==> src/rtl/cat_ram.sv <==
// ----------------------------------------------------------------------------
// cat_ram
// Generic single-port RAM, registered read, one access per cycle.
// ----------------------------------------------------------------------------
module cat_ram #(
  parameter int unsigned Width = 8,
  parameter int unsigned Depth = 16
) (
  input  logic                     clk_i,
  input  logic                     en_i,
  input  logic                     we_i,
  input  logic [$clog2(Depth)-1:0] addr_i,
  input  logic [Width-1:0]         wdata_i,
  output logic [Width-1:0]         rdata_o
);

  logic [Width-1:0] mem_q [Depth];
  logic [Width-1:0] rdata_q;

  always_ff @(posedge clk_i) begin
    if (en_i) begin
      if (we_i) begin
        mem_q[addr_i] <= wdata_i;
      end else begin
        rdata_q <= mem_q[addr_i];
      end
    end
  end

  assign rdata_o = rdata_q;

endmodule

==> config.mk <==
export PLATFORM = sky130hd
export DESIGN_NAME = cat_ram
export DESIGN_NICKNAME = d
export VERILOG_FILES = /design/src/rtl/cat_ram.sv
export SDC_FILE = /design/constraint.sdc
export NUM_CORES = 1
export LEC_CHECK = 0
export BUFFER_PORTS_ARGS = -buffer_cell sky130_fd_sc_hd__buf_2
export CORE_MARGIN = 2
export CORE_UTILIZATION = 60
export DETAILED_ROUTE_END_ITERATION = 7
export PLACE_DENSITY = 0.82
export SYNTH_ARGS = -nofsm -noshare
export SYNTH_HDL_FRONTEND = slang
export SYNTH_SLANG_ARGS = --single-unit
==> constraint.sdc <==
create_clock -name clk_i -period 2.2 [get_ports clk_i]
set_clock_uncertainty 0.15 [all_clocks]
set_input_delay 0 -clock clk_i [delete_from_list [all_inputs] [get_ports clk_i]]
set_output_delay 0 -clock clk_i [all_outputs]
set_load 0.02 [all_outputs]
==> metrics.txt, run 1 <==
status finished, final reports clean; Synth Area in Compound Gates 2.29%; final setup vio count 0; mux contribution to synthesized area 14.9%; crit path launch addr_i[1]; CTS buffer count 17; first-pass GRT wire length 16400 um; startpoint types input port; Worst slew margin 45.0%; TritonCTS clock tree built; vias in the first global route 2785; final cell count without fillers 416; ANT nets after route 0; post-synth cell types 18; via count 2585; Syn Inst Count 234; row count 34; Critical R2R Capture rdata_o[5]$_DFFE_PP_; Vias/cell 6.21; Pwr Density 938 nW/um2; Worst Reg-to-Reg Cells 3; share of layout cells above drive strength 1 27.9%; Core ar. 8590 um2; RSZ-0062 raised after global routing no; Adder-Cell Fraction of Synth Area 0%; endpoint arrival time on the critical path 1.98 ns; Initial DRC Count 251; die area 9490 um2; CTS Sinks 136; port bufs 22; critical path endpoint mem_q[2][6]$_DFFE_PP_; Die Y 97.4 um; gp weighted congestion 0.804; sequential-to-total area share from yosys stat 78.0%; setup TNS 0 ns; DRT Wirelength 10500 um; pin count of the biggest net entering global routing 37; Clock Tree Buf Depth 2; Post-Synth Simple-Gate Area 3.32%; pre-CTS worst setup slack 0.0665 ns; gr usage total 24.5%; Max rail drop VDD 624 uV; htree depth 4; xor-xnor portion of the synthesized cell area 0%; fin. max-slew vios 0; slew at the pin closest to its max-slew limit 0.825 ns; Setup CP Type input port to flop; FILL cells 482; largest family of logic cells by synthesized area multiplexers; Synth Net Count 249; post-CTS sizing 0; post-synth top area cell edfxtp_1; placed insts 371; critical path peak fanout 36; Cell Area, Synth 5240 um2; Yosys reg bits 136; fmax 525 MHz; CTS clk-pin slew, worst paths 0.06 ns; Req. time, crit path 2.27 ns; cell at the root of the clock tree clkbuf_8; Hold/Removal Path Class input port to flop; Worst Setup End Kind flop; grt total ovfl 0; wire per inst 25.3 um; hpwl dp 6150 um; I/O Pins 23; starting density of the core 60.9%; First-pass DRT Iterations 5; P&R area growth vs syn 19.5%; NumNets Final 310; YS warnings 0; total of max-cap violations 0; Worst-Skew Late Latency 0.51 ns; Mean Syn Cell Area 22.4 um2; reg-to-reg slack, setup 0.46 ns; initial antenna violation count 0; postcts setup bufs 0; Leak Pwr 2.14 nW; worst reg2reg path startpoint mem_q[1][5]$_DFFE_PP_; setup ws final 0.295 ns; Final Hold Violating Endpoints 0; total power 0.00587 W; die width 97.4 um; Util after Layout 72.8%; DRC Markers 0; share of the synthesized area in the top cell type 78.0%; Final Cycle Share 86.6%; diodes inserted 0; Tmin final 1.90 ns; synth top area cells edfxtp_1 78%, mux4_1 8.0%, mux4_2 6.9%
==> state kept, by name (all words and copies together) (netlist names) <==
register	cells
mem_q	128
rdata_o	8
==> worst min-delay path by stage <==
stage / start / to / slack, ns / cells after the start
after floorplan: wdata_i[0] / mem_q[0][0]$_DFFE_PP_ / -0.05 / 0
after global placement: wdata_i[3] / mem_q[1][3]$_DFFE_PP_ / 0.25 / 1
after detailed placement: wdata_i[3] / mem_q[1][3]$_DFFE_PP_ / 0.26 / 1
after CTS: en_i / mem_q[11][1]$_DFFE_PP_ / 0.05 / 4
after global routing: en_i / mem_q[11][4]$_DFFE_PP_ / 0.06 / 4
final: en_i / mem_q[11][6]$_DFFE_PP_ / 0.08 / 4
==> power breakdown <==
part,leakage [nW],switching (W),internal (W)
sequential,1.23,0.00000856,0.00289
clock,0.277,0.000992,0.00171
combinational,0.630,0.000159,0.000109
==> synthesized netlist by cell type <==
cell type and count:
edfxtp_1 136, mux4_2 16, nor2b_1 3, buf_1 2, a22oi_1 16, mux4_1 16, clkbuf_1 5, nand4_1 1
buf_8 1, buf_6 2, nor2_1 13, or3_1 1, buf_2 3, nand4b_1 2, and2_1 1, nand2b_1 2
nand2_1 10, nor3_1 4
==> worst max-delay path, stage by stage <==
cell and delay, ns:
buf_2 0.62, nand4b_1 0.34, nor3_1 0.22, dlygate4sd3_1 0.59
buf_4 0.18
==> area by class of cell <==
cell class	instances	area [um2]	share of cell area [%]
clock buffer	18	418	6.68
multi-input combinational	85	1070	17.2
sequential	136	4080	65.2
timing repair buffer	55	390	6.24
clock inverter	14	158	2.52
tap	108	135	2.16
==> per-layer routing <==
layer	track usage, %	vias to the layer above	routed length, um
met5	0	-	0
met4	9.40	0	157
met3	9.21	13	1020
met2	38.2	139	5390
met1	32.0	1312	3980
li1	-	1121	-
==> kinds of logic (layout without fill, tap and decap cells) <==
group | after synthesis | count (layout)
compound gates | 16 | 16
mux | 32 | 32
buf+inv | 13 | 87
flops | 136 | 136
simple gates | 37 | 37
==> layout by cell type (no fill, tap or decap), types with 10 or more instances in the layout <==
cell	n
a22oi_1	16
buf_2	22
nand2_1	10
clkbuf_16	16
mux4_2	16
buf_4	20
dlygate4sd3_1	13
mux4_1	16
edfxtp_1	136
nor2_1	13
==> metrics by stage <==
step / hold WS [ns] / area, um2
after floorplan: -0.0511 / 5240
after global placement: 0.248 / 5550
after detailed placement: 0.263 / 5550
after CTS: 0.0492 / 6260
after global routing: 0.0602 / 6260
final: 0.0822 / 6260
==> what timing repair did <==
item | 4_1_cts | 5_1_grt
endpoints found under the hold margin | 168 | 0
setup endpoints to repair | 0 | 0
hold buffers | 13 | 0
No activity file was read; power rests on OpenSTA's default activity.
==> run 2: changes to the inputs <==
--- a/config.mk
+++ b/config.mk
@@ -10,6 +10,7 @@
 export CORE_UTILIZATION = 60
 export DETAILED_ROUTE_END_ITERATION = 7
 export PLACE_DENSITY = 0.82
+export REMOVE_ABC_BUFFERS = 1
 export SYNTH_ARGS = -nofsm -noshare
 export SYNTH_HDL_FRONTEND = slang
 export SYNTH_SLANG_ARGS = --single-unit
==> run 2 against run 1 <==
Compared with the run above:
- via count is 1.5% higher
- total power is 0.49% lower
- critical path depth is 1 higher
- sequential power hardly changed
- sequential share of layout area hardly changed
- hold slack better by 0.0088 ns
- maximum frequency is 5.6% higher
- first-iteration DRC count is 58% higher
- utilization hardly changed
- design area hardly changed
- critical endpoint is now mem_q[3][1]$_DFFE_PP_
==> metrics.txt, run 2 (same netlist as run 1, synthesis figures left out) <==
FILL cells 486 (was 482); Net Sw Power 0.00113 W (was 0.00116 W); final cell count without fillers 416 (unchanged); gp weighted congestion 0.748 (was 0.804); Worst slew margin 58.3% (was 45.0%); fmax 554 MHz (was 525 MHz); most frequent cells in the layout 136 x edfxtp_1, 22 x buf_2, 20 x buf_4 (unchanged); htree depth 4 (unchanged); Initial DRC Count 396 (was 251); TritonCTS clock tree built (unchanged); proportion of power drawn by combinational gates 4.7% (was 4.6%); total of max-cap violations 0 (unchanged); Worst-Skew Late Latency 0.51 ns (about the same); DRT Wirelength 10500 um (about the same); status finished, final reports clean (unchanged); ANT nets after route 0 (unchanged); Placed Area 5570 um2 (was 5550 um2); Tmin final 1.80 ns (was 1.90 ns); Hold/Removal Path Class input port to flop (unchanged); row count 34 (unchanged); setup ws final 0.397 ns (was 0.295 ns); initial antenna violation count 0 (unchanged); gr usage total 24.1% (was 24.5%); DRC Markers 0 (unchanged); fin. max-slew vios 0 (unchanged); Power Internal 0.00471 W (about the same); Max rail drop VDD 603 uV (was 624 uV); Pwr Density 933 nW/um2 (was 938 nW/um2); Final Hold Violating Endpoints 0 (unchanged); postcts setup bufs 0 (unchanged); hold_buf cts 13 (unchanged); hpwl dp 6010 um (was 6150 um); starting density of the core 60.9% (unchanged); Leak Pwr 2.14 nW (about the same); setup TNS 0 ns (unchanged); wire per inst 25.3 um (about the same); Sw Share 19.4% (was 19.8%); Vias/cell 6.31 (was 6.21); post-CTS sizing 0 (unchanged); NumNets Final 311 (was 310); Util after Layout 72.9% (was 72.8%); largest register by flop count mem_q (unchanged); endpoint arrival time on the critical path 1.87 ns (was 1.98 ns); pin count of the biggest net entering global routing 37 (unchanged); die width 97.4 um (unchanged); slew at the pin closest to its max-slew limit 0.624 ns (was 0.825 ns); Req. time, crit path 2.27 ns (about the same); diodes inserted 0 (unchanged); commonest non-fill, non-tap cell in the layout edfxtp_1 (unchanged); via count 2625 (was 2585); RSZ-0062 raised after global routing no (unchanged); final non-filler cell area 6260 um2 (about the same); CTS buffer count 17 (unchanged); share of layout cells above drive strength 1 27.3% (was 27.9%); Worst Setup End Kind flop (unchanged); First-pass DRT Iterations 5 (unchanged); P&R area growth vs syn 19.6% (was 19.5%); vias in the first global route 2720 (was 2785); port bufs 22 (unchanged); CTS Sinks 136 (unchanged); Setup CP Type input port to flop (unchanged); placed insts 372 (was 371); Core ar. 8590 um2 (unchanged); clock share of power 45.6% (was 46.0%); I/O Pins 23 (unchanged); Clock Tree Buf Depth 2 (unchanged); startpoint types input port (unchanged); final setup vio count 0 (unchanged); critical path peak fanout 8 (was 36); pre-CTS worst setup slack 0.359 ns (was 0.0665 ns); Seq pwr share 49.7% (was 49.4%); grt total ovfl 0 (unchanged); CTS clk-pin slew, worst paths 0.06 ns (about the same); Final Cycle Share 82.0% (was 86.6%); die area 9490 um2 (unchanged); cell at the root of the clock tree clkbuf_8 (unchanged); number of flip-flops in the largest register 128 (unchanged); Die Y 97.4 um (unchanged); first-pass GRT wire length 16300 um (was 16400 um)
## run 2: changes by cell type in the layout (fill, tap and decap cells not counted), sizes merged
cell / change
clkinv: -3
clkinvlp: -1
clkbuf: +3
buf: +1
## run 2: worst paths after layout
check	cells after the start	slack (ns)	end	start
worst min register to register	3	0.64	rdata_o[0]$_DFFE_PP_	mem_q[8][0]$_DFFE_PP_
worst max-delay path	6	0.40	mem_q[3][1]$_DFFE_PP_	we_i
worst max register to register	3	0.47	rdata_o[4]$_DFFE_PP_	mem_q[1][4]$_DFFE_PP_
worst min-delay path	4	0.09	mem_q[15][6]$_DFFE_PP_	en_i
## run 2: routing by layer
layer	GRT usage (%)	up-vias	part of all wire, %
li1	-	1119	-
met1	34.4	1350	41
met2	37.5	145	50
met3	7.48	11	8.5
met4	6.09	0	0.99
met5	0	-	0
## run 2: final cells by class
type | count | area, um2 | area share (%)
clock buffer | 21 | 429 | 6.85
clock inverter | 10 | 129 | 2.06
multi-input combinational | 85 | 1070 | 17.2
sequential | 136 | 4080 | 65.2
tap | 108 | 135 | 2.16
timing repair buffer | 56 | 410 | 6.55
## run 2: through the flow
step                power, W  hold slack [ns]
floorplan            0.00307          -0.0511
global placement     0.00319            0.251
detailed placement   0.00320            0.268
CTS                  0.00587           0.0645
global route         0.00601           0.0830
finish               0.00584           0.0910
## run 2: power by group through the flow
stage          logic [W]  registers (W)  clock network (W)
2_1_floorplan   0.000105        0.00296                  0
3_3_place_gp    0.000240        0.00295                  0
3_5_place_dp    0.000251        0.00295                  0
4_1_cts         0.000273        0.00290            0.00269
5_1_grt         0.000292        0.00290            0.00281
6_report        0.000273        0.00290            0.00267
## run 2: critical path, stage by stage
cell,delay [ns]
dlygate4sd3_1,0.52
buf_2,0.17
nand4_1,0.22
nor3_1,0.20
dlygate4sd3_1,0.57
buf_4,0.18
==> run 3: changes to the inputs <==
--- a/config.mk
+++ b/config.mk
@@ -7,9 +7,9 @@
 export LEC_CHECK = 0
 export BUFFER_PORTS_ARGS = -buffer_cell sky130_fd_sc_hd__buf_2
 export CORE_MARGIN = 2
-export CORE_UTILIZATION = 60
+export CORE_UTILIZATION = 54
 export DETAILED_ROUTE_END_ITERATION = 7
-export PLACE_DENSITY = 0.82
+export PLACE_DENSITY = 0.78
 export REMOVE_ABC_BUFFERS = 1
 export SYNTH_ARGS = -nofsm -noshare
 export SYNTH_HDL_FRONTEND = slang
==> constraint.sdc (replaced) <==
create_clock -name clk_i -period 1.5 [get_ports clk_i]
set_clock_uncertainty 0.15 [all_clocks]
set_input_delay 0 -clock clk_i [delete_from_list [all_inputs] [get_ports clk_i]]
set_output_delay 0 -clock clk_i [all_outputs]
set_load 0.02 [all_outputs]
==> run 3 against run 2 <==
Compared with the run above:
- the flow now finishes with violations (setup timing)
- combinational power rose by 66%
- design area rose by 4.3%
- wire length fell by 0.42%
- clock-buffer cell count fell by 2
- flip-flop and latch count did not move
- die area rose by 11%
- hold slack got worse by 0.053 ns
- critical path depth fell by 3
- total power rose by 58%
- sequential power rose by 47%
==> metrics.txt, run 3 (same netlist as run 1, synthesis figures left out) <==
hpwl dp 6320 um (was 6010 um); setup ws final -0.0980 ns (was 0.397 ns); FILL cells 557 (was 486); TritonCTS clock tree built (unchanged); pre-CTS worst setup slack -0.243 ns (was 0.359 ns); Pwr Density 1410 nW/um2 (was 933 nW/um2); Placed Area 5720 um2 (was 5570 um2); failing checks setup timing; most frequent cells in the layout 136 x edfxtp_1, 30 x mux4_2, 24 x buf_4, 22 x buf_2, 16 x clkbuf_16 (was 136 x edfxtp_1, 22 x buf_2, 20 x buf_4); Vias/cell 5.87 (was 6.31); Worst Setup End Kind flop (unchanged); slew at the pin closest to its max-slew limit 0.576 ns (was 0.624 ns); CTS buffer count 17 (unchanged); Worst slew margin 61.4% (was 58.3%); gr usage total 22.2% (was 24.1%); diodes inserted 0 (unchanged); Req. time, crit path 1.61 ns (was 2.27 ns); number of flip-flops in the largest register 128 (unchanged); gp weighted congestion 0.795 (was 0.748); Tmin final 1.60 ns; DRT Wirelength 10500 um (about the same); die width 102 um (was 97.4 um); ANT nets after route 0 (unchanged); die area 10500 um2 (was 9490 um2); Final Hold Violating Endpoints 0 (unchanged); Setup CP Type flop to flop (was input port to flop); pin count of the biggest net entering global routing 17 (was 37); met3 Use GR 5.75% (was 7.48%); Worst-Skew Late Latency 0.52 ns (was 0.51 ns); largest register by flop count mem_q (unchanged); final setup vio count 7 (was 0); setup TNS -0.380 ns (was 0 ns); critical path peak fanout 1 (was 8); CTS clk-pin slew, worst paths 0.06 ns (about the same); fmax 626 MHz; wire per inst 23.4 um (was 25.3 um); slowest stage cell, crit path mux4_2 (was dlygate4sd3_1); Min Hold Slack 0.0377 ns (was 0.0910 ns); Die Y 102 um (was 97.4 um); CP max stage delay 0.50 ns (was 0.57 ns); Initial DRC Count 230 (was 396); P&R area growth vs syn 24.7% (was 19.6%); port bufs 22 (unchanged); grt total ovfl 0 (unchanged); DRC Markers 0 (unchanged); commonest non-fill, non-tap cell in the layout edfxtp_1 (unchanged); starting density of the core 56.2% (was 60.9%); met2 GRT Util 34.5% (was 37.5%); I/O Pins 23 (unchanged); CTS Sinks 136 (unchanged); First-pass DRT Iterations 4 (was 5); cell at the root of the clock tree clkbuf_8 (unchanged); postcts setup bufs 0 (unchanged); endpoint arrival time on the critical path 1.71 ns (was 1.87 ns); share of layout cells above drive strength 1 40.3% (was 27.3%); final non-filler cell area 6530 um2 (was 6260 um2); htree depth 4 (unchanged); via count 2622 (was 2625); initial antenna violation count 0 (unchanged); Max rail drop VDD 921 uV (was 603 uV); Final Cycle Share 107%; Leak Pwr 2.19 nW (was 2.14 nW); status finished, violations left (was finished, final reports clean); GR peak layer met2 (unchanged); row count 35 (was 34); Hold/Removal Path Class input port to flop (unchanged); first-pass GRT wire length 15900 um (was 16300 um); Core ar. 9330 um2 (was 8590 um2); fin. max-slew vios 0 (unchanged); total of max-cap violations 0 (unchanged); met1 usage 30.5% (was 34.4%); startpoint types flop (was input port); Clock Tree Buf Depth 2 (unchanged); NumNets Final 320 (was 311); RSZ-0062 raised after global routing yes (was no); critical-path cell list mux4_2 -> a22oi_2 -> nand2_1 (was dlygate4sd3_1 -> buf_2 -> nand4_1 -> nor3_1 -> dlygate4sd3_1 -> buf_4); vias in the first global route 2698 (was 2720)
[run 3: cell types whose count changed in the layout (fill, tap and decap cells not counted), moves of 3 or more]
cell       change
a22oi_1       -15
buf_12         +4
mux4_1        -14
mux4_2        +14
buf_4          +4
a22oi_2       +15
bufinv_16      +3
[run 3: final timing paths]
| path | to | slack, ns | startpoint | depth (start not counted) |
|---|---|---|---|---|
| setup / recovery | rdata_o[6]$_DFFE_PP_ | -0.1 | mem_q[14][6]$_DFFE_PP_ | 3 |
| hold / removal | mem_q[12][5]$_DFFE_PP_ | 0.04 | addr_i[3] | 4 |
| setup reg to reg | rdata_o[6]$_DFFE_PP_ | -0.1 | mem_q[14][6]$_DFFE_PP_ | 3 |
| hold reg to reg | rdata_o[2]$_DFFE_PP_ | 0.59 | mem_q[14][2]$_DFFE_PP_ | 3 |
[run 3: cell type report]
type                    count  area [um2]  area share (%)
clock inverters            13         226            3.47
well taps                 129         161            2.47
repair buffers             65         532            8.14
multi-input cells          85        1110            17.0
flip-flops and latches    136        4080            62.5
clock buffers              19         422            6.45
[run 3: critical path: cells and delay by family, from the launching register on]
family	cells	cell delay, ns
AND/OR/NAND/NOR	1	0.09
multiplexers	1	0.50
AO/OA/AOI/OAI	1	0.18
flip-flops	1	0.42
[run 3: power breakdown]
| group | internal (W) | leakage (nW) | switching [W] |
|---|---|---|---|
| sequential | 0.00424 | 1.23 | 0.0000154 |
| clock | 0.00303 | 0.311 | 0.00150 |
| combinational | 0.000208 | 0.650 | 0.000245 |
[run 3: metal layers]
| layer | vias up | share of wire, % | wire (um) |
|---|---|---|---|
| li1 | 1129 | - | - |
| met2 | 127 | 50 | 5280 |
| met3 | 24 | 6.6 | 691 |
| met5 | - | 0 | 0 |
| met4 | 0 | 2.4 | 255 |
| met1 | 1342 | 41 | 4240 |
[run 3: per-stage QoR]
| step | utilization, % | std cells | power (W) |
|---|---|---|---|
| finish | 70.0 | 447 | 0.00924 |
| floorplan | - | 221 | 0.00450 |
| global placement | 61.3 | 402 | 0.00470 |
| CTS | 69.7 | 447 | 0.00926 |
| global route | 70.0 | 447 | 0.00946 |
| detailed placement | 61.3 | 402 | 0.00472 |
[run 3: what timing repair did]
item / CTS / global route
hold buffers: 13 / 1
gates resized for setup: 20 / 13
endpoints found under the setup margin: 8 / 39
gates cloned: 0 / 0
endpoints found under the hold margin: 169 / 8
pin swaps: 11 / 3
