<file path="config.mk">
export PLATFORM = sky130hd
export DESIGN_NAME = cat_ctrl
export DESIGN_NICKNAME = d
export VERILOG_FILES = /design/src/rtl/cat_pkg.sv /design/src/rtl/cat_ctrl.sv
export SDC_FILE = /design/constraint.sdc
export NUM_CORES = 1
export LEC_CHECK = 0
export BUFFER_PORTS_ARGS = -buffer_cell sky130_fd_sc_hd__buf_4
export CAP_MARGIN = 30
export CORE_MARGIN = 3
export CORE_UTILIZATION = 50
export CTS_CLUSTER_SIZE = 20
export DETAILED_ROUTE_END_ITERATION = 6
export HOLD_SLACK_MARGIN = 0.06
export PLACE_DENSITY_LB_ADDON = 0.15
export SLEW_MARGIN = 10
export SYNTH_ARGS = -nofsm -noshare
export SYNTH_HDL_FRONTEND = slang
export SYNTH_SLANG_ARGS = --single-unit
</file>
<file path="constraint.sdc">
create_clock -name clk_i -period 7.26 [get_ports clk_i]
set_input_delay 0.726 -clock clk_i [delete_from_list [all_inputs] [get_ports clk_i]]
set_output_delay 0.726 -clock clk_i [all_outputs]
set_load 0.01 [all_outputs]
</file>
<file path="src/rtl/cat_pkg.sv">
// ----------------------------------------------------------------------------
// cat_pkg
// Shared types and constants for the call arc counter.
// ----------------------------------------------------------------------------
package cat_pkg;

  localparam int unsigned BucketsDef     = 4096;
  localparam int unsigned EntriesDef     = 4096;
  localparam int unsigned BucketBytesDef = 4;

  // text_size is 15 bits, so an in-range offset fits 15 bits
  localparam int unsigned OffW     = 15;
  // reciprocal shift for offset / BUCKET_BYTES, exact for 15-bit offsets and divisors up to 64
  localparam int unsigned DivShift = 22;

  typedef enum logic [2:0] {
    STAT_IGNORED  = 3'd0,
    STAT_RANGE    = 3'd1,
    STAT_HEAD     = 3'd2,
    STAT_MOVED    = 3'd3,
    STAT_NEW      = 3'd4,
    STAT_OVERFLOW = 3'd5
  } status_e;

  typedef enum logic [1:0] {
    REG_ENABLE = 2'd0,
    REG_BASE   = 2'd1,
    REG_SIZE   = 2'd2,
    REG_LIMIT  = 2'd3
  } reg_e;

  typedef enum logic [3:0] {
    S_CLEAR,
    S_IDLE,
    S_CHECK,
    S_DIV,
    S_HEAD,
    S_HRDY,
    S_ENT,
    S_FIX,
    S_ALLOC
  } state_e;

  typedef struct packed {
    logic        enable;
    logic [31:0] text_base;
    logic [14:0] text_size;
    logic [12:0] arc_limit;
  } cfg_t;

endpackage

</file>
<file path="src/rtl/cat_ctrl.sv">
// ----------------------------------------------------------------------------
// cat_ctrl
// Sequencer: range check, bucket select, chain walk with read-modify-write
// of the head and entry memories, result register.
// ----------------------------------------------------------------------------
module cat_ctrl #(
  parameter int unsigned Buckets     = cat_pkg::BucketsDef,
  parameter int unsigned Entries     = cat_pkg::EntriesDef,
  parameter int unsigned BucketBytes = cat_pkg::BucketBytesDef
) (
  input  logic                                    clk_i,
  input  logic                                    rst_ni,
  input  cat_pkg::cfg_t                           cfg_i,
  input  logic                                    in_valid_i,
  output logic                                    in_ready_o,
  input  logic [31:0]                             caller_i,
  input  logic [31:0]                             callee_i,
  output logic                                    out_valid_o,
  input  logic                                    out_ready_i,
  output logic [2:0]                              status_o,
  output logic [11:0]                             arc_index_o,
  output logic [31:0]                             arc_count_o,
  output logic                                    clearing_o,
  // head memory
  output logic                                    head_en_o,
  output logic                                    head_we_o,
  output logic [$clog2(Buckets)-1:0]              head_addr_o,
  output logic [$clog2(Entries)-1:0]              head_wdata_o,
  input  logic [$clog2(Entries)-1:0]              head_rdata_i,
  // entry memory: {next, count, callee}
  output logic                                    ent_en_o,
  output logic                                    ent_we_o,
  output logic [$clog2(Entries)-1:0]              ent_addr_o,
  output logic [64+$clog2(Entries)-1:0]           ent_wdata_o,
  input  logic [64+$clog2(Entries)-1:0]           ent_rdata_i
);
  import cat_pkg::*;

  localparam int unsigned BW = $clog2(Buckets);
  localparam int unsigned IW = $clog2(Entries);
  localparam int unsigned EW = 64 + IW;
  localparam int unsigned SW = $clog2(Entries + 1);
  localparam int unsigned RecipW = DivShift + 1;
  localparam logic [RecipW-1:0] Recip =
    RecipW'(((2 ** DivShift) + BucketBytes - 1) / BucketBytes);
  localparam logic [BW-1:0]   LastBucket = BW'(Buckets - 1);
  localparam logic [16:0]     BucketsW   = 17'(Buckets);
  localparam logic [16:0]     EntriesW   = 17'(Entries);
  localparam logic [SW-1:0]   EntriesS   = SW'(Entries);

  state_e state_q, state_d;

  logic [BW-1:0]   clr_q, clr_d;
  logic [31:0]     caller_q, caller_d;
  logic [31:0]     callee_q, callee_d;
  logic [OffW-1:0] off_q, off_d;
  logic [OffW-1:0] bucket_q, bucket_d;
  logic [IW-1:0]   head_q, head_d;
  logic [IW-1:0]   cur_q, cur_d;
  logic [IW-1:0]   prev_q, prev_d;
  logic [IW-1:0]   nxt_q, nxt_d;
  logic            first_q, first_d;
  logic [SW-1:0]   steps_q, steps_d;
  logic [EW-1:0]   prev_ent_q, prev_ent_d;
  logic [31:0]     cnt_q, cnt_d;
  logic [IW-1:0]   used_q, used_d;
  logic            stopped_q, stopped_d;

  logic            ovalid_q;
  logic [2:0]      ostat_q;
  logic [11:0]     oidx_q;
  logic [31:0]     ocnt_q;

  // datapath terms
  logic                      out_free;
  logic [31:0]               offset;
  logic                      skip, out_range;
  logic [OffW+RecipW-1:0]    prod;
  logic                      bucket_ok;
  logic [BW+OffW-1:0]        bucket_w;
  logic                      hd_ok;
  logic [IW-1:0]             hd;
  logic [31:0]               rd_callee, rd_cnt, inc;
  logic [IW-1:0]             rd_next;
  logic                      hit;
  logic [SW-1:0]             steps_n;
  logic                      walk_on;
  logic [IW:0]               cand;
  logic                      ovf;

  // result handed to the output register
  logic            commit;
  status_e         res_stat;
  logic [IW-1:0]   res_idx;
  logic [31:0]     res_cnt;
  logic [IW+11:0]  res_idx_w;

  assign out_free  = !ovalid_q || out_ready_i;
  assign offset    = caller_q - cfg_i.text_base;
  assign skip      = !cfg_i.enable || stopped_q;
  assign out_range = offset >= {17'd0, cfg_i.text_size};
  assign prod      = off_q * Recip;
  assign bucket_ok = {2'b00, bucket_q} < BucketsW;
  assign bucket_w  = {{BW{1'b0}}, bucket_q};
  assign hd_ok     = 17'(head_rdata_i) < EntriesW;
  assign hd        = hd_ok ? head_rdata_i : '0;
  assign rd_callee = ent_rdata_i[31:0];
  assign rd_cnt    = ent_rdata_i[63:32];
  assign rd_next   = ent_rdata_i[EW-1:64];
  assign hit       = rd_callee == callee_q;
  assign inc       = (&rd_cnt) ? rd_cnt : rd_cnt + 32'd1;
  assign steps_n   = first_q ? '0 : steps_q + SW'(1);
  assign walk_on   = (rd_next != '0) && (17'(rd_next) < EntriesW) && (steps_n < EntriesS);
  assign cand      = (IW+1)'(used_q) + (IW+1)'(1);
  assign ovf       = (17'(cand) >= 17'(cfg_i.arc_limit)) || (17'(cand) >= EntriesW);

  // next state
  always_comb begin
    state_d = state_q;
    case (state_q)
      S_CLEAR: if (clr_q == LastBucket) state_d = S_IDLE;
      S_IDLE:  if (in_valid_i) state_d = S_CHECK;
      S_CHECK: begin
        if (skip || out_range) begin
          if (out_free) state_d = S_IDLE;
        end else begin
          state_d = S_DIV;
        end
      end
      S_DIV:   state_d = S_HEAD;
      S_HEAD: begin
        if (!bucket_ok) begin
          if (out_free) state_d = S_IDLE;
        end else begin
          state_d = S_HRDY;
        end
      end
      S_HRDY:  state_d = (hd == '0) ? S_ALLOC : S_ENT;
      S_ENT: begin
        if (hit) begin
          if (!first_q) state_d = S_FIX;
          else if (out_free) state_d = S_IDLE;
        end else if (!walk_on) begin
          state_d = S_ALLOC;
        end
      end
      S_FIX:   if (out_free) state_d = S_IDLE;
      S_ALLOC: if (out_free) state_d = S_IDLE;
      default: state_d = S_CLEAR;
    endcase
  end

  // memory controls, datapath updates, results
  always_comb begin
    clr_d      = clr_q;
    caller_d   = caller_q;
    callee_d   = callee_q;
    off_d      = off_q;
    bucket_d   = bucket_q;
    head_d     = head_q;
    cur_d      = cur_q;
    prev_d     = prev_q;
    nxt_d      = nxt_q;
    first_d    = first_q;
    steps_d    = steps_q;
    prev_ent_d = prev_ent_q;
    cnt_d      = cnt_q;
    used_d     = used_q;
    stopped_d  = stopped_q;
    head_en_o    = 1'b0;
    head_we_o    = 1'b0;
    head_addr_o  = bucket_w[BW-1:0];
    head_wdata_o = cur_q;
    ent_en_o     = 1'b0;
    ent_we_o     = 1'b0;
    ent_addr_o   = cur_q;
    ent_wdata_o  = {rd_next, inc, rd_callee};
    in_ready_o   = 1'b0;
    commit       = 1'b0;
    res_stat     = STAT_IGNORED;
    res_idx      = '0;
    res_cnt      = '0;
    case (state_q)
      S_CLEAR: begin
        head_en_o    = 1'b1;
        head_we_o    = 1'b1;
        head_addr_o  = clr_q;
        head_wdata_o = '0;
        clr_d        = clr_q + BW'(1);
      end
      S_IDLE: begin
        in_ready_o = 1'b1;
        caller_d   = caller_i;
        callee_d   = callee_i;
      end
      S_CHECK: begin
        off_d = offset[OffW-1:0];
        if (skip) begin
          commit = out_free;
        end else if (out_range) begin
          commit   = out_free;
          res_stat = STAT_RANGE;
        end
      end
      S_DIV: bucket_d = prod[DivShift +: OffW];
      S_HEAD: begin
        if (!bucket_ok) begin
          commit   = out_free;
          res_stat = STAT_RANGE;
        end else begin
          head_en_o = 1'b1;
        end
      end
      S_HRDY: begin
        head_d     = hd;
        cur_d      = hd;
        first_d    = 1'b1;
        steps_d    = '0;
        ent_en_o   = hd != '0;
        ent_addr_o = hd;
      end
      S_ENT: begin
        if (hit) begin
          if (first_q) begin
            ent_en_o = out_free;
            ent_we_o = out_free;
            commit   = out_free;
            res_stat = STAT_HEAD;
            res_idx  = cur_q;
            res_cnt  = inc;
          end else begin
            // counted entry goes to the front; unlink it from prev in S_FIX
            ent_en_o    = 1'b1;
            ent_we_o    = 1'b1;
            ent_wdata_o = {head_q, inc, rd_callee};
            nxt_d       = rd_next;
            cnt_d       = inc;
          end
        end else begin
          prev_ent_d = ent_rdata_i;
          prev_d     = cur_q;
          steps_d    = steps_n;
          first_d    = 1'b0;
          if (walk_on) begin
            ent_en_o   = 1'b1;
            ent_addr_o = rd_next;
            cur_d      = rd_next;
          end
        end
      end
      S_FIX: begin
        ent_en_o     = out_free;
        ent_we_o     = out_free;
        ent_addr_o   = prev_q;
        ent_wdata_o  = {nxt_q, prev_ent_q[63:0]};
        head_en_o    = out_free;
        head_we_o    = out_free;
        commit       = out_free;
        res_stat     = STAT_MOVED;
        res_idx      = cur_q;
        res_cnt      = cnt_q;
      end
      S_ALLOC: begin
        commit = out_free;
        if (ovf) begin
          res_stat  = STAT_OVERFLOW;
          stopped_d = stopped_q | out_free;
        end else begin
          ent_en_o     = out_free;
          ent_we_o     = out_free;
          ent_addr_o   = cand[IW-1:0];
          ent_wdata_o  = {head_q, 32'd1, callee_q};
          head_en_o    = out_free;
          head_we_o    = out_free;
          head_wdata_o = cand[IW-1:0];
          res_stat     = STAT_NEW;
          res_idx      = cand[IW-1:0];
          res_cnt      = 32'd1;
          if (out_free) used_d = cand[IW-1:0];
        end
      end
      default: ;
    endcase
  end

  assign res_idx_w = {12'd0, res_idx};

  always_ff @(posedge clk_i or negedge rst_ni) begin
    if (!rst_ni) begin
      state_q   <= S_CLEAR;
      clr_q     <= '0;
      used_q    <= '0;
      stopped_q <= 1'b0;
      ovalid_q  <= 1'b0;
      first_q   <= 1'b0;
      steps_q   <= '0;
    end else begin
      state_q   <= state_d;
      clr_q     <= clr_d;
      used_q    <= used_d;
      stopped_q <= stopped_d;
      first_q   <= first_d;
      steps_q   <= steps_d;
      if (commit) begin
        ovalid_q <= 1'b1;
      end else if (out_ready_i) begin
        ovalid_q <= 1'b0;
      end
    end
  end

  always_ff @(posedge clk_i) begin
    caller_q   <= caller_d;
    callee_q   <= callee_d;
    off_q      <= off_d;
    bucket_q   <= bucket_d;
    head_q     <= head_d;
    cur_q      <= cur_d;
    prev_q     <= prev_d;
    nxt_q      <= nxt_d;
    prev_ent_q <= prev_ent_d;
    cnt_q      <= cnt_d;
    if (commit) begin
      ostat_q <= res_stat;
      oidx_q  <= res_idx_w[11:0];
      ocnt_q  <= res_cnt;
    end
  end

  assign out_valid_o = ovalid_q;
  assign status_o    = ostat_q;
  assign arc_index_o = oidx_q;
  assign arc_count_o = ocnt_q;
  assign clearing_o  = state_q == S_CLEAR;

endmodule

</file>
==> results of run 1 <==
-- flip-flops by register name, summed over array words and instances, names as in the netlist, 3 cells and up --
register,flops
prev_ent_q,64
arc_count_o,32
steps_q,13
caller_q,32
off_q,13
bucket_q,13
used_q,12
head_q,12
arc_index_o,12
nxt_q,12
callee_q,32
status_o,3
prev_q,12
clr_q,12
cur_q,12
state_q,4
cnt_q,32
-- stage by stage --
step | utilization [%] | power (mW)
final | 64.0 | 5.17
after global routing | 64.0 | 5.43
after CTS | 63.8 | 5.21
after detailed placement | 60.6 | 3.48
after global placement | 60.4 | 3.46
after floorplan | - | 3.02
-- cell families (layout without fill, tap and decap cells) --
group / count (synthesis) / in the layout
simple gates: 532 / 532
mux: 33 / 33
compound gates: 396 / 396
xor+xnor: 120 / 120
fa+ha+maj: 64 / 64
flops: 325 / 325
buf+inv: 180 / 585
-- metal layers --
metal | wire, um | up-vias | part of all wire (%)
met4 | 1540 | 0 | 3.1
li1 | - | 6813 | -
met3 | 3740 | 92 | 7.6
met5 | 0 | - | 0
met1 | 20800 | 6631 | 42
met2 | 23100 | 616 | 47
-- where the power goes --
group | total, mW | switching (mW) | internal (mW)
combinational | 1.20 | 0.676 | 0.526
sequential | 2.25 | 0.0737 | 2.17
clock | 1.72 | 0.742 | 0.981
-- path summary, 6_finish.rpt --
path,start,to,slack [ps]
worst max register to register,caller_q[0],arc_index_o[9],1950
worst min register to register,off_q[12],bucket_q[10],410
max in group asynchronous,rst_ni,out_valid_o,6650
min in group clk_i,callee_i[8],callee_q[8],380
worst max-delay path,used_q[0],ent_wdata_o[72],1260
worst min-delay path,rst_ni,clr_q[1],200
-- layout make-up --
| class | instances | area, um^2 |
|---|---|---|
| clock buffer | 51 | 1010 |
| clock inverter | 17 | 105 |
| fill | 2804 | 12500 |
| inverter | 111 | 418 |
| multi-input combinational | 1145 | 7380 |
| sequential | 325 | 9540 |
| tap | 455 | 569 |
| timing repair buffer | 406 | 3130 |
-- synth_stat cells (20+ instances only) --
cell	instances	area share, %
edfxtp_1	281	48
nand2_1	247	5.3
o21ai_0	134	3.8
inv_1	111	2.4
nor2_1	77	1.6
xor2_1	68	3.4
a21oi_1	63	1.8
ha_1	63	4.5
clkbuf_1	59	1.3
xnor2_1	52	2.6
a22oi_1	45	1.9
dfrtp_1	44	6.3
nand3_1	36	1.0
a21o_1	29	1.2
nor4_1	28	1.0
nand4_1	22	0.78
and3_1	20	0.71
==> flow_summary_export.csv, run 1 <==
group,metric,value,unit
run_status,status,"completed",
synth,synth_top_family_by_area,"compound AO/OA/AOI/OAI gates",
pwr,cellLeakagePower,9.36,nW
drt,drc,0,
worst_setup_path,crit_slowest_cell,"buf_4",
grt,grt.busiest_layer,"met2",
drt,drt_iter0_drc,1287,
placed_design,dpl.cell_count,2439,
drt,drtAntennaViolNets,0,
pwr,p_per_area,233,nW/um^2
synth,syn-num-nets,1931,
drt,via_per_inst,5.64,
layout,final_layout_size_suffix_gt1_share,24.3,%
grt,overflow,0,
synth,synth_cell_types,67,
sta,setup_viol,0,
sta,max_freq,167,MHz
die,io_pins,383,
sta,hold_violations,0,
layout,final_cells,2510,
synth,synth-xor-area-share,5.98,%
sta,tightestPinTransition,824,ps
synth,synth_mux_area_share,2.01,%
sta,skew,19.0,ps
clock_network,cts_tree,"built",
grt,use_met3,4.39,%
drt,routed_wl,49200,um
pwr,irDropWorstVdd,0.277,mV
worst_setup_path,required,6530,ps
synth,synth-compound-area-share,14.7,%
clock_network,cts_max_path_buffers,3,
synth,syn_inst,1650,
clock_network,clock-sinks,325,
clock_network,cts_setup_buffers,0,
synth,postSynthAreaPerCell,10.7,um^2
sta,post-route-period-util,82.6,%
worst_setup_path,worstPathCellList,"and3_1 -> and3_1 -> and3_1 -> and3_1 -> nand3_1 -> xnor2_1 -> ha_1 -> a21o_1 -> a211o_1 -> a2111oi_0 -> buf_4 -> o21a_2 -> buf_4 -> or2_2 -> a22oi_1 -> nand2_1 -> buf_4",
worst_setup_path,crit_cells,17,
worst_setup_path,path_class,"flop to output port",
clock_network,cts_hold_buf,0,
synth,syn_area,17600,um^2
sta,whs,205,ps
layout,mostFrequentLayoutCells,"buf_4 (400), edfxtp_1 (281), nand2_1 (247), o21ai_0 (133), inv_1 (110)",
flow_run,maxCapViolCount,0,
placed_design,finalWeightedCongestion,0.925,
placed_design,dp_slack,1060,ps
synth,synthSimpleGateAreaFrac,14.4,%
synth,yosysWarnings,0,
clock_network,post_cts_resized,0,
worst_setup_path,crit_fanout,35,
worst_setup_path,slowest_delay,460,ps
die,core,34600,um^2
die,num_rows,68,
placed_design,placed_area,21000,um^2
die,dieArea,37500,um^2
placed_design,io_buffers,382,
clock_network,htree_num_levels,2,
synth,yosysSeqAreaShare,54.2,%
drt,wire_per_inst,19.6,um
synth,ys_async_sr_fraction,13.5,%
die,die_y,194,um
sta,period_needed,6000,ps
min_path,hold_path.class,"primary input to async pin",
placed_design,dp_hpwl,36200,um
layout,final_nets,2307,
worst_setup_path,critPathBufInv,3,
worst_setup_path,cp-end-kind,"output port",
synth,synth-edff-count,281,
worst_setup_path,cp-start-kind,"flop",
drt,dr.pass1.iters,6,
sta,drv_slew,0,
grt,grt.total_usage,25.2,%
synth,synth-seq-cells,325,
clock_network,clockRootBuffer,"clkbuf_16",
clock_network,clkTransAtPathRegs,50,ps
grt,grt_pass1_wl,76500,um
sta,rsz0062_at_grt,"false",
layout,finalInstanceArea,22100,um^2
layout,antenna_cells,0,
clock_network,clk_latency,530,ps
sta,setup_slack,1260,ps
sta,relSlewSlack,44.6,%
worst_setup_path,worstPathArrival,5270,ps
grt,grt_pass1_vias,13900,
clock_network,tritoncts.num_buffers,37,
grt,grt_max_degree,65,
synth,ys.flop_type,"edfxtp_1",
sta,finalSetupTns,0,ps
worst_setup_path,crit_family,"simple AND/OR/NAND/NOR gates",
synth,synth_fa_ha_area_share,4.60,%
die,initial_utilization,50.8,%
worst_setup_path,crit_top_cell,"and3_1",
grt,grt_util_met2,41.2,%
die,die_w,194,um
drt,vias,14200,
grt,antenna_found_initial,0,
worst_setup_path,r2r_cells,23,
grt,global_route.usage.met1,34.8,%
layout,area_growth,25.9,%
layout,layout_commonest_cell,"buf_4",
Note: power is estimated with default switching activity, not from simulation.
==> run 2: changes to the inputs <==
--- a/config.mk
+++ b/config.mk
@@ -8,7 +8,7 @@
 export BUFFER_PORTS_ARGS = -buffer_cell sky130_fd_sc_hd__buf_4
 export CAP_MARGIN = 30
 export CORE_MARGIN = 3
-export CORE_UTILIZATION = 50
+export CORE_UTILIZATION = 55
 export CTS_CLUSTER_SIZE = 20
 export DETAILED_ROUTE_END_ITERATION = 6
 export HOLD_SLACK_MARGIN = 0.06
==> constraint.sdc (replaced) <==
create_clock -name clk_i -period 6.2 [get_ports clk_i]
set_input_delay 0.62 -clock clk_i [delete_from_list [all_inputs] [get_ports clk_i]]
set_output_delay 0.62 -clock clk_i [all_outputs]
set_load 0.01 [all_outputs]
==> run 2 against run 1 <==
Largest cell class unchanged; clock power increased by 23%; clock skew decreased by 2.3 ps; sequential share of layout area increased by 0.17 points; the flow now finishes with violations (design-rule violations); cell count decreased by 2.6%; power increased by 19%.
==> flow_summary_export.csv, run 2 (synthesis gave the netlist of run 1 again) <==
group,metric,value,unit
sta,finalSetupTns,0,ps
clock_network,clkTransAtPathRegs,60,ps
sta,post-route-period-util,90.5,%
layout,fillers,2293,
pwr,p_per_area,279,nW/um^2
drt,vias,14600,
drt,routed_wl,49600,um
pwr,irDropWorstVdd,0.346,mV
grt,grt_pass1_wl,76200,um
grt,overflow,0,
sta,drv_slew,0,
layout,area_growth,25.4,%
die,io_pins,383,
grt,grt_max_degree,54,
drt,drtAntennaViolNets,0,
clock_network,cts_hold_buf,0,
die,die_y,185,um
placed_design,dp_hpwl,36400,um
layout,regMostFlops,"prev_ent_q",
clock_network,clock-sinks,325,
run_status,violations,"design-rule violations",
pwr,cellLeakagePower,9.34,nW
die,die_w,185,um
layout,finalInstanceArea,22100,um^2
sta,period_needed,5610,ps
clock_network,clockRootBuffer,"clkbuf_16",
worst_setup_path,cp-start-kind,"flop",
layout,final_layout_size_suffix_gt1_share,24.3,%
clock_network,tritoncts.num_buffers,36,
sta,tightestPinTransition,993,ps
grt,antenna_found_initial,1,
die,initial_utilization,56.6,%
placed_design,finalWeightedCongestion,0.915,
sta,max_freq,178,MHz
flow_run,maxCapViolCount,0,
clock_network,post_cts_resized,0,
grt,grt.total_usage,27.9,%
layout,regArea,9540,um^2
drt,wire_per_inst,20.3,um
sta,relSlewSlack,33.7,%
drt,drc,3,
sta,hold_violations,0,
clock_network,htree_num_levels,2,
drt,via_per_inst,5.96,
sta,skew,16.6,ps
drt,dr.pass1.iters,7,
worst_setup_path,crit_fanout,15,
placed_design,io_buffers,382,
die,dieArea,34200,um^2
run_status,status,"finished, violations left",
layout,largest_reg_flops,64,
drt,drt_iter0_drc,1358,
layout,final_nets,2304,
clock_network,clk_latency,530,ps
pwr,power.total,6.15,mW
sta,rsz0062_at_grt,"false",
clock_network,cts_tree,"built",
sta,setup_viol,0,
layout,layout_commonest_cell,"buf_4",
clock_network,cts_max_path_buffers,3,
worst_setup_path,path_class,"flop to output port",
min_path,hold_path.class,"primary input to async pin",
worst_setup_path,cp-end-kind,"output port",
clock_network,cts_setup_buffers,0,
worst_setup_path,worstPathArrival,4990,ps
grt,grt_pass1_vias,14300,
worst_setup_path,required,5580,ps
layout,multi_input_area,7380,um^2
die,core,31100,um^2
die,num_rows,64,
layout,mostFrequentLayoutCells,"buf_4 (400), edfxtp_1 (281), nand2_1 (247), o21ai_0 (133), inv_1 (110)",
placed_design,placed_area,20900,um^2
==> run 2: through the flow <==
stage                     utilization (%)  hold slack [ps]  cells  setup WS, ps
after floorplan                         -              324   1650           257
after global placement               67.1              405   2377           495
after detailed placement             67.3              406   2380           339
after CTS                            71.0              109   2443           583
after global routing                 71.0              139   2445           311
final                                71.0              104   2445           591
==> run 2: where the power goes <==
part / leakage [nW] / internal (mW) / total [mW] / switching, mW
Combinational: 5.67 / 0.621 / 1.41 / 0.789
Clock: 0.555 / 1.23 / 2.11 / 0.876
Sequential: 3.11 / 2.54 / 2.63 / 0.0880
Total: 9.34 / 4.39 / 6.15 / 1.75
==> run 2: cell type report <==
| class | count | share of cell area (%) |
|---|---|---|
| tap | 396 | 2.25 |
| inverter | 111 | 1.89 |
| multi-input combinational | 1145 | 33.5 |
| antenna | 1 | 0.0113 |
| clock buffer | 46 | 4.34 |
| timing repair buffer | 404 | 13.9 |
| clock inverter | 17 | 0.890 |
| sequential | 325 | 43.2 |
==> run 2: path summary, 6_finish.rpt <==
kind / start / endpoint / slack, ps / cells after the start
worst max-delay path: used_q[2] / ent_en_o / 590 / 16
worst min-delay path: rst_ni / clr_q[0] / 100 / 1
worst max register to register: caller_q[4] / arc_count_o[11] / 650 / 21
worst min register to register: off_q[8] / bucket_q[6] / 420 / 0
max in group asynchronous: rst_ni / steps_q[8] / 5700 / 1
min in group clk_i: caller_i[25] / caller_q[25] / 270 / 1
==> run 2: routing by layer <==
layer	wire (um)	track usage (%)
met1	19800	37.5
met2	24000	46.7
met3	4080	4.69
met4	1710	8.94
met5	0	0
==> run 2: critical path, stage by stage, from the launching register on <==
cell       delay, ps
dfrtp_1          430
and3_1           250
and3_1           240
and3_1           240
and3_1           250
nand3_1          150
xnor2_1          280
ha_1             300
a21o_1           180
a211o_1          300
a2111oi_0        400
buf_4            230
o21a_2           390
o21ai_0          260
a22oi_1          270
or3_1            170
buf_4            120
==> run 3: changes to the inputs <==
--- a/config.mk
+++ b/config.mk
@@ -8,7 +8,7 @@
 export BUFFER_PORTS_ARGS = -buffer_cell sky130_fd_sc_hd__buf_4
 export CAP_MARGIN = 30
 export CORE_MARGIN = 3
-export CORE_UTILIZATION = 55
+export CORE_UTILIZATION = 44
 export CTS_CLUSTER_SIZE = 20
 export DETAILED_ROUTE_END_ITERATION = 6
 export HOLD_SLACK_MARGIN = 0.06
==> run 3 against run 2 <==
Wire length rose by 3.3%; sequential share of layout area shrank 0.45 points; non-clock buffer count down 1; cell count grew 5.2%; flip-flop and latch count unchanged; sequential power about the same; fmax decreased by 1.9%; power rose by 2.1%; critical path depth stayed put; clock-buffer cell count rose by 4; clock power grew 6%; the run now ends clean; global-route usage down 4.5 points; largest cell class unchanged.
==> flow_summary_export.csv, run 3 (synthesis gave the netlist of run 1 again) <==
group,metric,value,unit
worst_setup_path,worstPathArrival,5100,ps
layout,antenna_cells,0,
die,io_pins,383,
layout,area_growth,26.7,%
drt,wire_per_inst,19.9,um
clock_network,clockRootBuffer,"clkbuf_16",
drt,via_per_inst,5.52,
grt,global_route.usage.met1,32.1,%
layout,layout_commonest_cell,"buf_4",
sta,post-route-period-util,92.2,%
grt,grt_util_met2,38.6,%
sta,hold_violations,0,
layout,final_layout_size_suffix_gt1_share,24.3,%
worst_setup_path,reg2reg_to,"arc_count_o[6]",
clock_network,post_cts_resized,0,
placed_design,finalWeightedCongestion,0.933,
pwr,p_per_area,282,nW/um^2
sta,tightestPinTransition,926,ps
worst_setup_path,cp-end-kind,"output port",
clock_network,clock-sinks,325,
flow_run,maxCapViolCount,0,
die,num_rows,72,
sta,max_freq,175,MHz
placed_design,io_buffers,382,
worst_setup_path,crit_fanout,33,
drt,drt_iter0_drc,950,
placed_design,dp_hpwl,37400,um
worst_setup_path,worstPathCellList,"and3_1 -> and3_1 -> and3_1 -> and3_1 -> nand3_1 -> xnor2_1 -> ha_1 -> a21o_1 -> a211o_1 -> a2111oi_0 -> buf_4 -> o21a_2 -> buf_4 -> a22oi_1 -> nand2_1 -> buf_4",
clock_network,cts_max_path_buffers,3,
layout,largest_reg_flops,64,
clock_network,cts_setup_buffers,0,
sta,period_needed,5720,ps
sta,rsz0062_at_grt,"false",
grt,overflow,0,
clock_network,clk_latency,550,ps
worst_setup_path,crit_slowest_cell,"a2111oi_0",
worst_setup_path,r2r_cells,23,
grt,grt.total_usage,23.4,%
die,die_w,206,um
clock_network,clkTransAtPathRegs,70,ps
grt,grt_max_degree,82,
drt,routed_wl,51200,um
clock_network,htree_num_levels,2,
die,dieArea,42400,um^2
die,initial_utilization,45.0,%
die,die_y,206,um
layout,mostFrequentLayoutCells,"buf_4 (400), edfxtp_1 (281), nand2_1 (247), o21ai_0 (133), inv_1 (110)",
worst_setup_path,path_class,"flop to output port",
grt,use_met3,4.03,%
sta,relSlewSlack,38.2,%
die,core,39100,um^2
drt,vias,14200,
run_status,status,"completed",
worst_setup_path,slowest_delay,460,ps
drt,dr.pass1.iters,5,
worst_setup_path,rr_startpoint,"caller_q[0]",
layout,regMostFlops,"prev_ent_q",
worst_setup_path,critPathBufInv,3,
pwr,cellLeakagePower,9.38,nW
drt,drtAntennaViolNets,0,
grt,grt.busiest_layer,"met2",
layout,final_nets,2305,
grt,grt_pass1_wl,77900,um
clock_network,cts_tree,"built",
min_path,hold_path.class,"primary input to async pin",
grt,antenna_found_initial,0,
clock_network,tritoncts.num_buffers,38,
placed_design,dp_slack,395,ps
sta,setup_viol,0,
pwr,irDropWorstVdd,0.339,mV
worst_setup_path,cp-start-kind,"flop",
drt,drc,0,
worst_setup_path,r2r_slack,770,ps
worst_setup_path,crit_top_cell,"and3_1",
sta,skew,22.5,ps
clock_network,cts_hold_buf,0,
worst_setup_path,required,5580,ps
sta,drv_slew,0,
sta,setup_slack,484,ps
worst_setup_path,crit_family,"compound AO/OA/AOI/OAI gates",
sta,finalSetupTns,0,ps
grt,grt_pass1_vias,13800,
worst_setup_path,crit_cells,16,
run 3: changes by cell type in the layout (fill, tap and decap cells not counted), sizes merged:
cell	change
buf	-1
diode	-1
bufinv	+1
clkinv	+1
clkbuf	+4
run 3: where the power goes:
group	total (mW)	switching, mW	internal, mW
clock network	2.23	0.898	1.33
registers	2.63	0.0854	2.54
logic	1.42	0.799	0.619
total	6.28	1.78	4.49
run 3: through the flow:
step / cells / power [mW] / area, um^2 / util (%) / hold slack [ps]
after global routing: 2571 / 6.59 / 22300 / 57.0 / 121
final: 2571 / 6.28 / 22300 / 57.0 / 82.3
after CTS: 2569 / 6.34 / 22300 / 56.9 / 70.9
after floorplan: 1650 / 3.54 / 17600 / - / 324
after detailed placement: 2500 / 4.08 / 21000 / 53.8 / 405
after global placement: 2499 / 4.06 / 21000 / 53.7 / 404
run 3: final cells by class:
class	count	area, um^2
multi-input combinational	1145	7380
clock buffer	50	1020
clock inverter	19	216
sequential	325	9540
timing repair buffer	403	3070
fill	3388	16800
inverter	111	418
tap	518	648
run 3: worst max-delay path by stage:
stage	start	end	slack, ps
floorplan	state_q[1]	state_q[1]	260
global placement	cfg_i[28]	arc_count_o[9]	490
detailed placement	cfg_i[28]	arc_count_o[30]	390
CTS	used_q[2]	ent_wdata_o[2]	420
global route	used_q[2]	ent_wdata_o[2]	190
finish	used_q[2]	ent_wdata_o[2]	480
run 3: layer usage:
layer,wire [um],up-vias
met4,1220,0
met1,21500,6786
met5,0,-
li1,-,6795
met2,24700,544
met3,3810,71
